File: src/rtl/twcm_pkg.sv
// Shared types, constants and blackbody colour table of the tunable white colour mixer.
`timescale 1ns / 1ps

package twcm_pkg;

  // Attribute selector carried with every write beat.
  typedef enum logic [1:0] {
    CMD_POWER  = 2'd0,
    CMD_LEVEL  = 2'd1,
    CMD_MIREDS = 2'd2,
    CMD_UNSUP  = 2'd3
  } cmd_e;

  typedef logic [7:0] chan_t;

  // Serial multiply-divide lane: operand width and product width.
  localparam int unsigned MD_OPW = 9;
  localparam int unsigned MD_PW  = 2 * MD_OPW;

  // Kelvin divider: dividend width holds the mired numerator.
  localparam int unsigned KDIV_NW = 20;
  localparam int unsigned MIRED_W = 16;
  localparam logic [KDIV_NW-1:0] MIRED_NUM = 20'd1000000;

  // Clamped kelvin fits in 13 bits.
  localparam int unsigned KEL_W = 13;
  localparam logic [KEL_W-1:0] KELVIN_MIN = 13'd2000;
  localparam logic [KEL_W-1:0] KELVIN_MAX = 13'd6500;
  localparam logic [KEL_W-1:0] SEG_SPAN   = 13'd500;

  localparam logic [MD_OPW-1:0] SPAN_DIV  = 9'd500;
  localparam logic [MD_OPW-1:0] LEVEL_DIV = 9'd254;

  localparam int unsigned BB_POINTS = 10;
  localparam int unsigned SEG_W     = 4;

  // Blackbody points from 2000 K to 6500 K in 500 K steps: red, green, blue.
  localparam chan_t BB_TAB [0:BB_POINTS-1][0:2] = '{
    '{8'd255, 8'd141, 8'd11},
    '{8'd255, 8'd165, 8'd71},
    '{8'd255, 8'd180, 8'd107},
    '{8'd255, 8'd196, 8'd137},
    '{8'd255, 8'd209, 8'd163},
    '{8'd255, 8'd219, 8'd186},
    '{8'd255, 8'd228, 8'd206},
    '{8'd255, 8'd236, 8'd224},
    '{8'd255, 8'd243, 8'd239},
    '{8'd255, 8'd249, 8'd253}
  };

endpackage

File: src/rtl/twcm_sdiv.sv
// Bit-serial restoring divider, one quotient bit per cycle.
`timescale 1ns / 1ps

module twcm_sdiv #(
  parameter int unsigned WN = 20,
  parameter int unsigned WD = 16
) (
  input  logic          clk_i,
  input  logic          rst_ni,
  input  logic          start_i,
  input  logic [WN-1:0] dividend_i,
  input  logic [WD-1:0] divisor_i,
  output logic          busy_o,
  output logic [WN-1:0] quot_o
);

  localparam int unsigned CW = (WN > 1) ? $clog2(WN) : 1;

  logic          busy_q;
  logic [CW-1:0] cnt_q;
  logic [WN-1:0] quo_q;
  logic [WD-1:0] rem_q;
  logic [WD-1:0] dsr_q;

  logic [WD:0]   trial;
  logic [WD:0]   diff;
  logic          take;
  logic [WD-1:0] rem_d;
  logic [WN-1:0] quo_d;

  // Bring down the next dividend bit and try the subtraction.
  always_comb begin
    trial = {rem_q, quo_q[WN-1]};
    diff  = trial - {1'b0, dsr_q};
    take  = (trial >= {1'b0, dsr_q});
    rem_d = take ? diff[WD-1:0] : trial[WD-1:0];
    quo_d = {quo_q[WN-2:0], take};
  end

  always_ff @(posedge clk_i or negedge rst_ni) begin
    if (!rst_ni) begin
      busy_q <= 1'b0;
      cnt_q  <= '0;
    end else if (start_i) begin
      busy_q <= 1'b1;
      cnt_q  <= CW'(WN - 1);
    end else if (busy_q) begin
      if (cnt_q == '0) begin
        busy_q <= 1'b0;
      end else begin
        cnt_q <= cnt_q - 1'b1;
      end
    end
  end

  always_ff @(posedge clk_i) begin
    if (start_i) begin
      quo_q <= dividend_i;
      rem_q <= '0;
      dsr_q <= divisor_i;
    end else if (busy_q) begin
      quo_q <= quo_d;
      rem_q <= rem_d;
    end
  end

  assign busy_o = busy_q;
  assign quot_o = quo_q;

  a_no_restart : assert property (@(posedge clk_i) disable iff (!rst_ni)
    start_i |-> !busy_q)
    else $error("divider restarted while busy");

  a_full_length : assert property (@(posedge clk_i) disable iff (!rst_ni)
    $fell(busy_q) |-> ($past(cnt_q) == '0))
    else $error("divider finished before the last quotient bit");

endmodule

File: src/rtl/twcm_muldiv.sv
// Serial lane that forms (x * y) / d by shift-add multiply then restoring divide.
`timescale 1ns / 1ps

module twcm_muldiv (
  input  logic                        clk_i,
  input  logic                        rst_ni,
  input  logic                        start_i,
  input  logic [twcm_pkg::MD_OPW-1:0] x_i,
  input  logic [twcm_pkg::MD_OPW-1:0] y_i,
  input  logic [twcm_pkg::MD_OPW-1:0] div_i,
  output logic                        busy_o,
  output logic [twcm_pkg::MD_PW-1:0]  quot_o
);

  localparam int unsigned OPW = twcm_pkg::MD_OPW;
  localparam int unsigned PW  = twcm_pkg::MD_PW;
  localparam int unsigned CW  = $clog2(OPW);

  logic           mbusy_q;
  logic [CW-1:0]  mcnt_q;
  logic [PW-1:0]  acc_q;
  logic [PW-1:0]  mcand_q;
  logic [OPW-1:0] mplier_q;
  logic [OPW-1:0] dsr_q;

  logic [PW-1:0]  acc_nx;
  logic           div_start;
  logic           div_busy;

  always_comb begin
    acc_nx    = acc_q + (mplier_q[0] ? mcand_q : '0);
    div_start = mbusy_q && (mcnt_q == '0);
  end

  always_ff @(posedge clk_i or negedge rst_ni) begin
    if (!rst_ni) begin
      mbusy_q <= 1'b0;
      mcnt_q  <= '0;
    end else if (start_i) begin
      mbusy_q <= 1'b1;
      mcnt_q  <= CW'(OPW - 1);
    end else if (mbusy_q) begin
      if (mcnt_q == '0) begin
        mbusy_q <= 1'b0;
      end else begin
        mcnt_q <= mcnt_q - 1'b1;
      end
    end
  end

  always_ff @(posedge clk_i) begin
    if (start_i) begin
      acc_q    <= '0;
      mcand_q  <= PW'(x_i);
      mplier_q <= y_i;
      dsr_q    <= div_i;
    end else if (mbusy_q) begin
      acc_q    <= acc_nx;
      mcand_q  <= {mcand_q[PW-2:0], 1'b0};
      mplier_q <= {1'b0, mplier_q[OPW-1:1]};
    end
  end

  twcm_sdiv #(
    .WN (PW),
    .WD (OPW)
  ) u_div (
    .clk_i      (clk_i),
    .rst_ni     (rst_ni),
    .start_i    (div_start),
    .dividend_i (acc_nx),
    .divisor_i  (dsr_q),
    .busy_o     (div_busy),
    .quot_o     (quot_o)
  );

  assign busy_o = mbusy_q | div_busy;

  a_phases_apart : assert property (@(posedge clk_i) disable iff (!rst_ni)
    mbusy_q |-> !div_busy)
    else $error("multiply and divide phases overlap");

endmodule

File: src/rtl/tunable_white_color_mixer_top.sv
// Top level of the tunable white colour mixer: attribute store, sequencer and output register.
`timescale 1ns / 1ps

// The block receives attribute writes on a slave stream and answers each beat with one
// RGB pixel beat on a master stream. s_axis_tuser_i selects the attribute (on/off, level,
// colour temperature in mireds, or an unsupported one) and s_axis_tdata_i carries the value.
// The pixel leaves on m_axis_tdata_o with the lit and status flags on m_axis_tuser_o.
//
// Items are handled one at a time. A write that turns the pixel black, or an unsupported
// attribute, goes straight to the done state and reaches the output register once that
// register is free. A lit pixel goes through a bit-serial 1000000 / mireds divide
// alongside the level-squared gamma lane, a segment search, then two passes of three
// multiply-divide lanes (9 multiply and 18 divide steps each). Either way the next write
// is taken only once the result has left the sequencer for the output register.
//
// Reset clears the light to off with level 254 and 300 mireds, and empties the output
// register. The output register parts the two sides: once a result is loaded, the
// next write beat is accepted even while the receiver stalls; a finished result then
// waits in the sequencer, with the input held off, until the output register is taken.

module tunable_white_color_mixer_top (
  input  logic        clk_i,
  input  logic        rst_ni,
  input  logic        s_axis_tvalid_i,
  output logic        s_axis_tready_o,
  input  logic [15:0] s_axis_tdata_i,   // [15:0] value
  input  logic [1:0]  s_axis_tuser_i,   // [1:0] cmd
  output logic        m_axis_tvalid_o,
  input  logic        m_axis_tready_i,
  output logic [23:0] m_axis_tdata_o,   // [7:0] red, [15:8] green, [23:16] blue
  output logic [1:0]  m_axis_tuser_o    // [0] lit, [1] status
);

  localparam int unsigned OPW = twcm_pkg::MD_OPW;
  localparam int unsigned PW  = twcm_pkg::MD_PW;
  localparam int unsigned KW  = twcm_pkg::KEL_W;
  localparam int unsigned SW  = twcm_pkg::SEG_W;
  localparam int unsigned NW  = twcm_pkg::KDIV_NW;
  localparam int unsigned MW  = twcm_pkg::MIRED_W;

  typedef enum logic [2:0] {
    ST_IDLE,
    ST_KDIV,
    ST_SEG,
    ST_INTERP,
    ST_SCALE,
    ST_DONE
  } state_e;

  state_e state_q;

  // Stored attributes.
  logic          power_q, power_d;
  logic [7:0]    bright_q, bright_d;
  logic [MW-1:0] mireds_q, mireds_d;

  // Working registers of the sequencer.
  logic [KW-1:0]  pos_q;
  logic [SW-1:0]  seg_q;
  logic [OPW-1:0] gamma_q;
  twcm_pkg::chan_t res_q [0:2];
  logic           res_lit_q;
  logic           res_stat_q;

  logic        m_valid_q;
  logic [23:0] m_data_q;
  logic [1:0]  m_user_q;

  logic accept;
  logic supported;
  logic lit_next;
  logic kstart;
  logic gstart;

  logic          kdiv_busy;
  logic [NW-1:0] kdiv_quot;
  logic          gam_busy;
  logic [PW-1:0] gam_quot;

  logic [KW-1:0] kelvin;
  logic          seg_more;
  logic          out_free;

  logic           lane_start;
  logic [2:0]     lane_busy;
  logic [PW-1:0]  lane_quot [0:2];
  logic [OPW-1:0] lane_x [0:2];
  logic [OPW-1:0] lane_y;
  logic [OPW-1:0] lane_div;
  twcm_pkg::chan_t rgb [0:2];
  twcm_pkg::chan_t sat [0:2];

  assign s_axis_tready_o = (state_q == ST_IDLE);
  assign accept          = s_axis_tvalid_i && s_axis_tready_o;
  assign out_free        = !m_valid_q || m_axis_tready_i;

  // Attribute update for the beat being accepted.
  always_comb begin
    power_d   = power_q;
    bright_d  = bright_q;
    mireds_d  = mireds_q;
    supported = 1'b1;
    case (twcm_pkg::cmd_e'(s_axis_tuser_i))
      twcm_pkg::CMD_POWER:  power_d  = s_axis_tdata_i[0];
      twcm_pkg::CMD_LEVEL:  bright_d = s_axis_tdata_i[7:0];
      twcm_pkg::CMD_MIREDS: mireds_d = s_axis_tdata_i;
      default:              supported = 1'b0;
    endcase
    lit_next = supported && power_d && (bright_d != 8'd0);
    gstart   = accept && lit_next;
    kstart   = gstart && (mireds_d != '0);
  end

  // Kelvin is taken as the top of the range for zero mireds, then clamped.
  always_comb begin
    if (mireds_q == '0) begin
      kelvin = twcm_pkg::KELVIN_MAX;
    end else if (kdiv_quot < NW'(twcm_pkg::KELVIN_MIN)) begin
      kelvin = twcm_pkg::KELVIN_MIN;
    end else if (kdiv_quot > NW'(twcm_pkg::KELVIN_MAX)) begin
      kelvin = twcm_pkg::KELVIN_MAX;
    end else begin
      kelvin = kdiv_quot[KW-1:0];
    end
  end

  assign seg_more = (pos_q > twcm_pkg::SEG_SPAN);

  // The same three lanes first interpolate, then apply the brightness scaling.
  assign lane_start = (state_q == ST_SEG && !seg_more) ||
                      (state_q == ST_INTERP && lane_busy == '0);
  assign lane_y     = (state_q == ST_SEG) ? pos_q[OPW-1:0] : gamma_q;
  assign lane_div   = (state_q == ST_SEG) ? twcm_pkg::SPAN_DIV : twcm_pkg::LEVEL_DIV;

  for (genvar c = 0; c < 3; c++) begin : g_lane
    always_comb begin
      rgb[c] = twcm_pkg::BB_TAB[seg_q][c] + lane_quot[c][7:0];
      sat[c] = (lane_quot[c][PW-1:8] != '0) ? 8'hFF : lane_quot[c][7:0];
      if (state_q == ST_SEG) begin
        lane_x[c] = OPW'(twcm_pkg::BB_TAB[SW'(seg_q + 1'b1)][c]) -
                    OPW'(twcm_pkg::BB_TAB[seg_q][c]);
      end else begin
        lane_x[c] = OPW'(rgb[c]);
      end
    end

    twcm_muldiv u_lane (
      .clk_i   (clk_i),
      .rst_ni  (rst_ni),
      .start_i (lane_start),
      .x_i     (lane_x[c]),
      .y_i     (lane_y),
      .div_i   (lane_div),
      .busy_o  (lane_busy[c]),
      .quot_o  (lane_quot[c])
    );
  end

  twcm_sdiv #(
    .WN (NW),
    .WD (MW)
  ) u_kdiv (
    .clk_i      (clk_i),
    .rst_ni     (rst_ni),
    .start_i    (kstart),
    .dividend_i (twcm_pkg::MIRED_NUM),
    .divisor_i  (mireds_d),
    .busy_o     (kdiv_busy),
    .quot_o     (kdiv_quot)
  );

  // Gamma = level * level / 254, worked out while the kelvin divide runs.
  twcm_muldiv u_gamma (
    .clk_i   (clk_i),
    .rst_ni  (rst_ni),
    .start_i (gstart),
    .x_i     (OPW'(bright_d)),
    .y_i     (OPW'(bright_d)),
    .div_i   (twcm_pkg::LEVEL_DIV),
    .busy_o  (gam_busy),
    .quot_o  (gam_quot)
  );

  always_ff @(posedge clk_i or negedge rst_ni) begin
    if (!rst_ni) begin
      state_q    <= ST_IDLE;
      power_q    <= 1'b0;
      bright_q   <= 8'd254;
      mireds_q   <= 16'd300;
      pos_q      <= '0;
      seg_q      <= '0;
      gamma_q    <= '0;
      res_q      <= '{default: '0};
      res_lit_q  <= 1'b0;
      res_stat_q <= 1'b0;
      m_valid_q  <= 1'b0;
      m_data_q   <= '0;
      m_user_q   <= '0;
    end else begin
      // The output register is refilled from the sequencer or emptied by the receiver.
      if (state_q == ST_DONE && out_free) begin
        m_valid_q <= 1'b1;
      end else if (m_axis_tready_i) begin
        m_valid_q <= 1'b0;
      end
      case (state_q)
        ST_IDLE: begin
          if (accept) begin
            power_q  <= power_d;
            bright_q <= bright_d;
            mireds_q <= mireds_d;
            if (lit_next) begin
              state_q <= ST_KDIV;
            end else begin
              // Black pixel: light off, level zero or unsupported attribute.
              res_q      <= '{default: '0};
              res_lit_q  <= 1'b0;
              res_stat_q <= !supported;
              state_q    <= ST_DONE;
            end
          end
        end
        ST_KDIV: begin
          if (!kdiv_busy && !gam_busy) begin
            pos_q   <= kelvin - twcm_pkg::KELVIN_MIN;
            seg_q   <= '0;
            gamma_q <= gam_quot[OPW-1:0];
            state_q <= ST_SEG;
          end
        end
        ST_SEG: begin
          // Step down one 500 K segment per cycle.
          if (seg_more) begin
            pos_q <= pos_q - twcm_pkg::SEG_SPAN;
            seg_q <= seg_q + 1'b1;
          end else begin
            state_q <= ST_INTERP;
          end
        end
        ST_INTERP: begin
          if (lane_busy == '0) begin
            state_q <= ST_SCALE;
          end
        end
        ST_SCALE: begin
          if (lane_busy == '0) begin
            res_q      <= sat;
            res_lit_q  <= 1'b1;
            res_stat_q <= 1'b0;
            state_q    <= ST_DONE;
          end
        end
        ST_DONE: begin
          if (out_free) begin
            m_data_q  <= {res_q[2], res_q[1], res_q[0]};
            m_user_q  <= {res_stat_q, res_lit_q};
            state_q   <= ST_IDLE;
          end
        end
        default: begin
          state_q <= ST_IDLE;
        end
      endcase
    end
  end

  assign m_axis_tvalid_o = m_valid_q;
  assign m_axis_tdata_o  = m_data_q;
  assign m_axis_tuser_o  = m_user_q;

  a_lit_accepted : assert property (@(posedge clk_i) disable iff (!rst_ni)
    (m_axis_tvalid_o && m_axis_tuser_o[0]) |-> !m_axis_tuser_o[1])
    else $error("lit pixel flagged as unsupported");

  a_dark_is_black : assert property (@(posedge clk_i) disable iff (!rst_ni)
    (m_axis_tvalid_o && !m_axis_tuser_o[0]) |-> (m_axis_tdata_o == '0))
    else $error("unlit pixel carries colour");

  a_out_held : assert property (@(posedge clk_i) disable iff (!rst_ni)
    (m_axis_tvalid_o && !m_axis_tready_i) |=>
      (m_axis_tvalid_o && $stable(m_axis_tdata_o) && $stable(m_axis_tuser_o)))
    else $error("pixel beat changed while stalled");

endmodule
File: config.mk
export PLATFORM = sky130hd
export DESIGN_NAME = tunable_white_color_mixer_top
export DESIGN_NICKNAME = d
export VERILOG_FILES = /design/src/rtl/twcm_pkg.sv /design/src/rtl/twcm_sdiv.sv /design/src/rtl/twcm_muldiv.sv /design/src/rtl/tunable_white_color_mixer_top.sv
export SDC_FILE = /design/constraint.sdc
export NUM_CORES = 1
export LEC_CHECK = 0
export ABC_AREA = 1
export BUFFER_PORTS_ARGS = -buffer_cell sky130_fd_sc_hd__buf_2
export CAP_MARGIN = 15
export CORE_ASPECT_RATIO = 1.4
export CORE_MARGIN = 5
export CORE_UTILIZATION = 40
export CTS_BUF_LIST = sky130_fd_sc_hd__clkbuf_8
export DETAILED_ROUTE_END_ITERATION = 16
export PLACE_DENSITY = 0.61
export RECOVER_POWER = 25
export SYNTH_ARGS = -nofsm -noshare
export SYNTH_HDL_FRONTEND = slang
export SYNTH_SLANG_ARGS = --single-unit
File: constraint.sdc
create_clock -name clk_i -period 8.2 [get_ports clk_i]
set_input_delay 0.41 -clock clk_i [delete_from_list [all_inputs] [get_ports clk_i]]
set_output_delay 0.41 -clock clk_i [all_outputs]
set_load 0.1 [all_outputs]
==> metrics.txt <==
post-synthesis net count=3611; final antenna-violating net count=0; Yosys cell types=55; most used standard cells in the synthesized netlist=nand2_1 (872), inv_1 (525), o21ai_0 (319); clock transition at the registers of the reported paths=0.06 ns; areal power density over the cells=449.5 nW/um^2; worst-case vdd ir drop=0.1685 mV; Register-to-Register Setup Slack=3.71 ns; Chip Height=319.6 um; count of yosys warnings during synthesis=0; number of synthesized register bits=504; final hold violation count=0; P_leak=14.78 nW; result of the run=complete, but fails checks; worst setup path startpoint=state_q[1]$_DFFE_PN0P_; area of the core=67870 sq um; Top-Level Pins=50; critical path data arrival time=5.01 ns; violated checks=capacitance limit, slew limit; nets@finish=3663; utilization after layout=44.49%; average detailed-routed wire length per instance=14.14 um; via/cell ratio=4.981; Max Root-Sink Buffers=3; Crit Path Category=reg2reg; most repeated cell in the gate-level netlist after synthesis=nand2_1; global route total overflow=0; TritonCTS clock tree=built; share of layout cells above drive strength 1=5.495%; largest fanout on the critical path=27; sum of negative setup slack=0 ns; fraction of synthesized cell area taken by the top area cell type=18.20%; Post-synth EDFFs=166; Relative slew margins=-147.5%; launch instance of the worst register-to-register path=state_q[1]$_DFFE_PN0P_; Least-Margin Pin Slew=3.713 ns; clk sinks=504; final clock period utilization by the worst path=54.71%; worst reg-to-reg path cell count=9; count of cells resized by post-cts repair=0; pin count of the biggest net entering global routing=93; final max-slew violation count=157; commonest register cell after synthesis=dfxtp_1; number of antenna violations at the first check in global routing=2; post-synthesis cell count=3426; clock latency reported for the late side of the worst-skew pair=0.67 ns; final weighted congestion of routability-driven global placement=0.8402; startpoint type of the worst setup path=flop; via count of the first global-routing pass=22079; fmax=0.2229 GHz; buffer type at the clock tree root=clkbuf_8; number of vias after detailed routing=21977; H-Tree Level Count=3; die area=73870 sq um; top area cells in the synthesized netlist=edfxtp_1 (18%), dfrtp_1 (13%), dfxtp_1 (13%); register area share after synthesis=45.83%; number of DRC markers after the initial detailed-route iteration=1123; path type of the worst min-delay path=in2reg; routed wire length=62370 um; number of maximum-capacitance constraint violations=3; largest area contributor in the synthesized netlist=edfxtp_1; global-route wire length before repair=104600 um; Post-Syn Area per Cell=7.993 sq um; drt pass-1 iters=5; Layout Skew=0.02657 ns; Setup violations, final=0; post-synthesis to final-layout area growth=10.25%; Inserted Clock Buffers=83; count of buffers inserted at the top-level ports=49; final critical path time including I/O delays and setup=4.486 ns; end of the worst register-to-register path=u_gamma.acc_q[11]$_SDFFE_PP0P_; critical path data required time=8.73 ns; Critical Path End Type=flop; Initial Util=40.35%; number of cells on the worst hold path=3; Mapped Area=27380 sq um; unrepaired setup endpoints after global routing=no; std cell rows=113; DRC Markers=0; overall die width=231.1 um; ys async rst share=31.15%; gr usage total=16.75%; final HPWL from detailed placement=44970 um; termination of the worst setup path=u_gamma.acc_q[11]$_SDFFE_PP0P_
==> what timing repair did <==
action	4_1_cts	5_1_grt
buffers inserted	0	0
endpoints found under the hold margin	91	0
hold buffers	1	0
==> layout by cell type, fill, tap and decap left out, types with 95 or more instances in the layout <==
master,n
edfxtp_1,166
nand3_1,125
ha_1,154
dfxtp_1,181
nor2_1,213
dfrtp_1,146
a21oi_1,163
clkbuf_8,95
nand2_1,871
o21ai_0,320
inv_1,550
==> stage by stage <==
stage | instance area, sq um | power [W] | worst slack [ns] | instances | hold slack [ns]
final | 30190 | 0.01357 | 3.714 | 4412 | 0.1293
after global routing | 30190 | 0.01490 | 2.821 | 4412 | 0.09397
after detailed placement | 28400 | 0.01122 | 3.652 | 4254 | 0.4431
after floorplan | 27380 | 0.009506 | 4.558 | 3426 | 0.1144
after global placement | 28400 | 0.01112 | 3.802 | 4254 | 0.4354
after CTS | 30250 | 0.01375 | 3.616 | 4411 | 0.04893
==> worst min-delay path by stage <==
stage               slack, ns                                from                                  end
floorplan                0.11                              rst_ni              bright_q[0]$_DFFE_PN0P_
global placement         0.44  u_gamma.u_div.quot_o[17]$_DFFE_PP_  u_gamma.u_div.rem_q[0]$_SDFFE_PP0P_
detailed placement       0.44  u_gamma.u_div.quot_o[17]$_DFFE_PP_  u_gamma.u_div.rem_q[0]$_SDFFE_PP0P_
CTS                      0.05                  s_axis_tdata_i[11]           u_kdiv.dsr_q[11]$_DFFE_PP_
global route             0.09                  s_axis_tdata_i[11]           u_kdiv.dsr_q[11]$_DFFE_PP_
finish                   0.13                  s_axis_tdata_i[15]           u_kdiv.dsr_q[15]$_DFFE_PP_
==> kinds of logic (layout without fill, tap and decap cells) <==
group | after synthesis | count (layout) | share of synthesized area [%]
AOI/OAI and AO/OA | 701 | 701 | 14.58
DFF | 504 | 504 | 45.83
other | 0 | 1 | 0
buffers and inverters | 636 | 759 | 9.038
muxes | 1 | 1 | 0.04112
xor gates and xnor gates | 100 | 100 | 3.198
and+or+nand+nor | 1321 | 1321 | 19.62
adders and majority gates | 163 | 163 | 7.694
==> layer usage <==
layer	vias to the layer above	part of all wire [%]	global-route usage [%]	wire length (um)
met3	115	3.7	2.449	2285
met2	314	51	31.14	31600
li1	11387	-	-	-
met1	10161	43	19.53	26580
met4	0	3.1	5.986	1905
met5	-	0	0	0
==> flip-flops by register name (all words and copies together) (netlist names), 15 cells and up <==
name and count:
g_lane.u_lane.acc_q 54, g_lane.u_lane.mcand_q 54, g_lane.u_lane.u_div.quot_o 54, g_lane.u_lane.mplier_q 27, g_lane.u_lane.u_div.rem_q 27, m_axis_tdata_o 24
res_q 24, u_kdiv.quot_o 20, u_gamma.acc_q 18, u_gamma.mcand_q 18, u_gamma.u_div.quot_o 18, mireds_q 16
u_kdiv.dsr_q 16, u_kdiv.rem_q 16, g_lane.u_lane.u_div.cnt_q 15
==> final cells by class <==
class	count	area [sq um]
Fill cell	6829	37670
Sequential cell	504	12550
Multi-Input combinational cell	2286	12370
Inverter	536	2012
Clock buffer	95	1308
Tap cell	862	1079
Clock inverter	61	538.0
Timing Repair Buffer	67	327.8
Antenna cell	1	2.502
==> worst max-delay path, cell delays in order (launching register included) <==
cell and delay (ns):
dfrtp_1 0.42, nor2_1 0.12, inv_1 0.08, nor2_1 0.15, inv_1 0.07, nor2_1 0.46
nand3_1 0.79, nand2_1 0.87, clkinv_1 0.88, a22o_1 0.49
==> power by group <==
| group | switching (W) | leakage (nW) | total (W) | internal [W] |
|---|---|---|---|---|
| combinational | 0.00429 | 8.72 | 0.00649 | 0.00220 |
| clock | 0.00107 | 1.03 | 0.00245 | 0.00139 |
| sequential | 0.000722 | 5.04 | 0.00463 | 0.00390 |
| total | 0.00608 | 14.8 | 0.0136 | 0.00749 |
No activity file was read; power rests on OpenSTA's default activity.
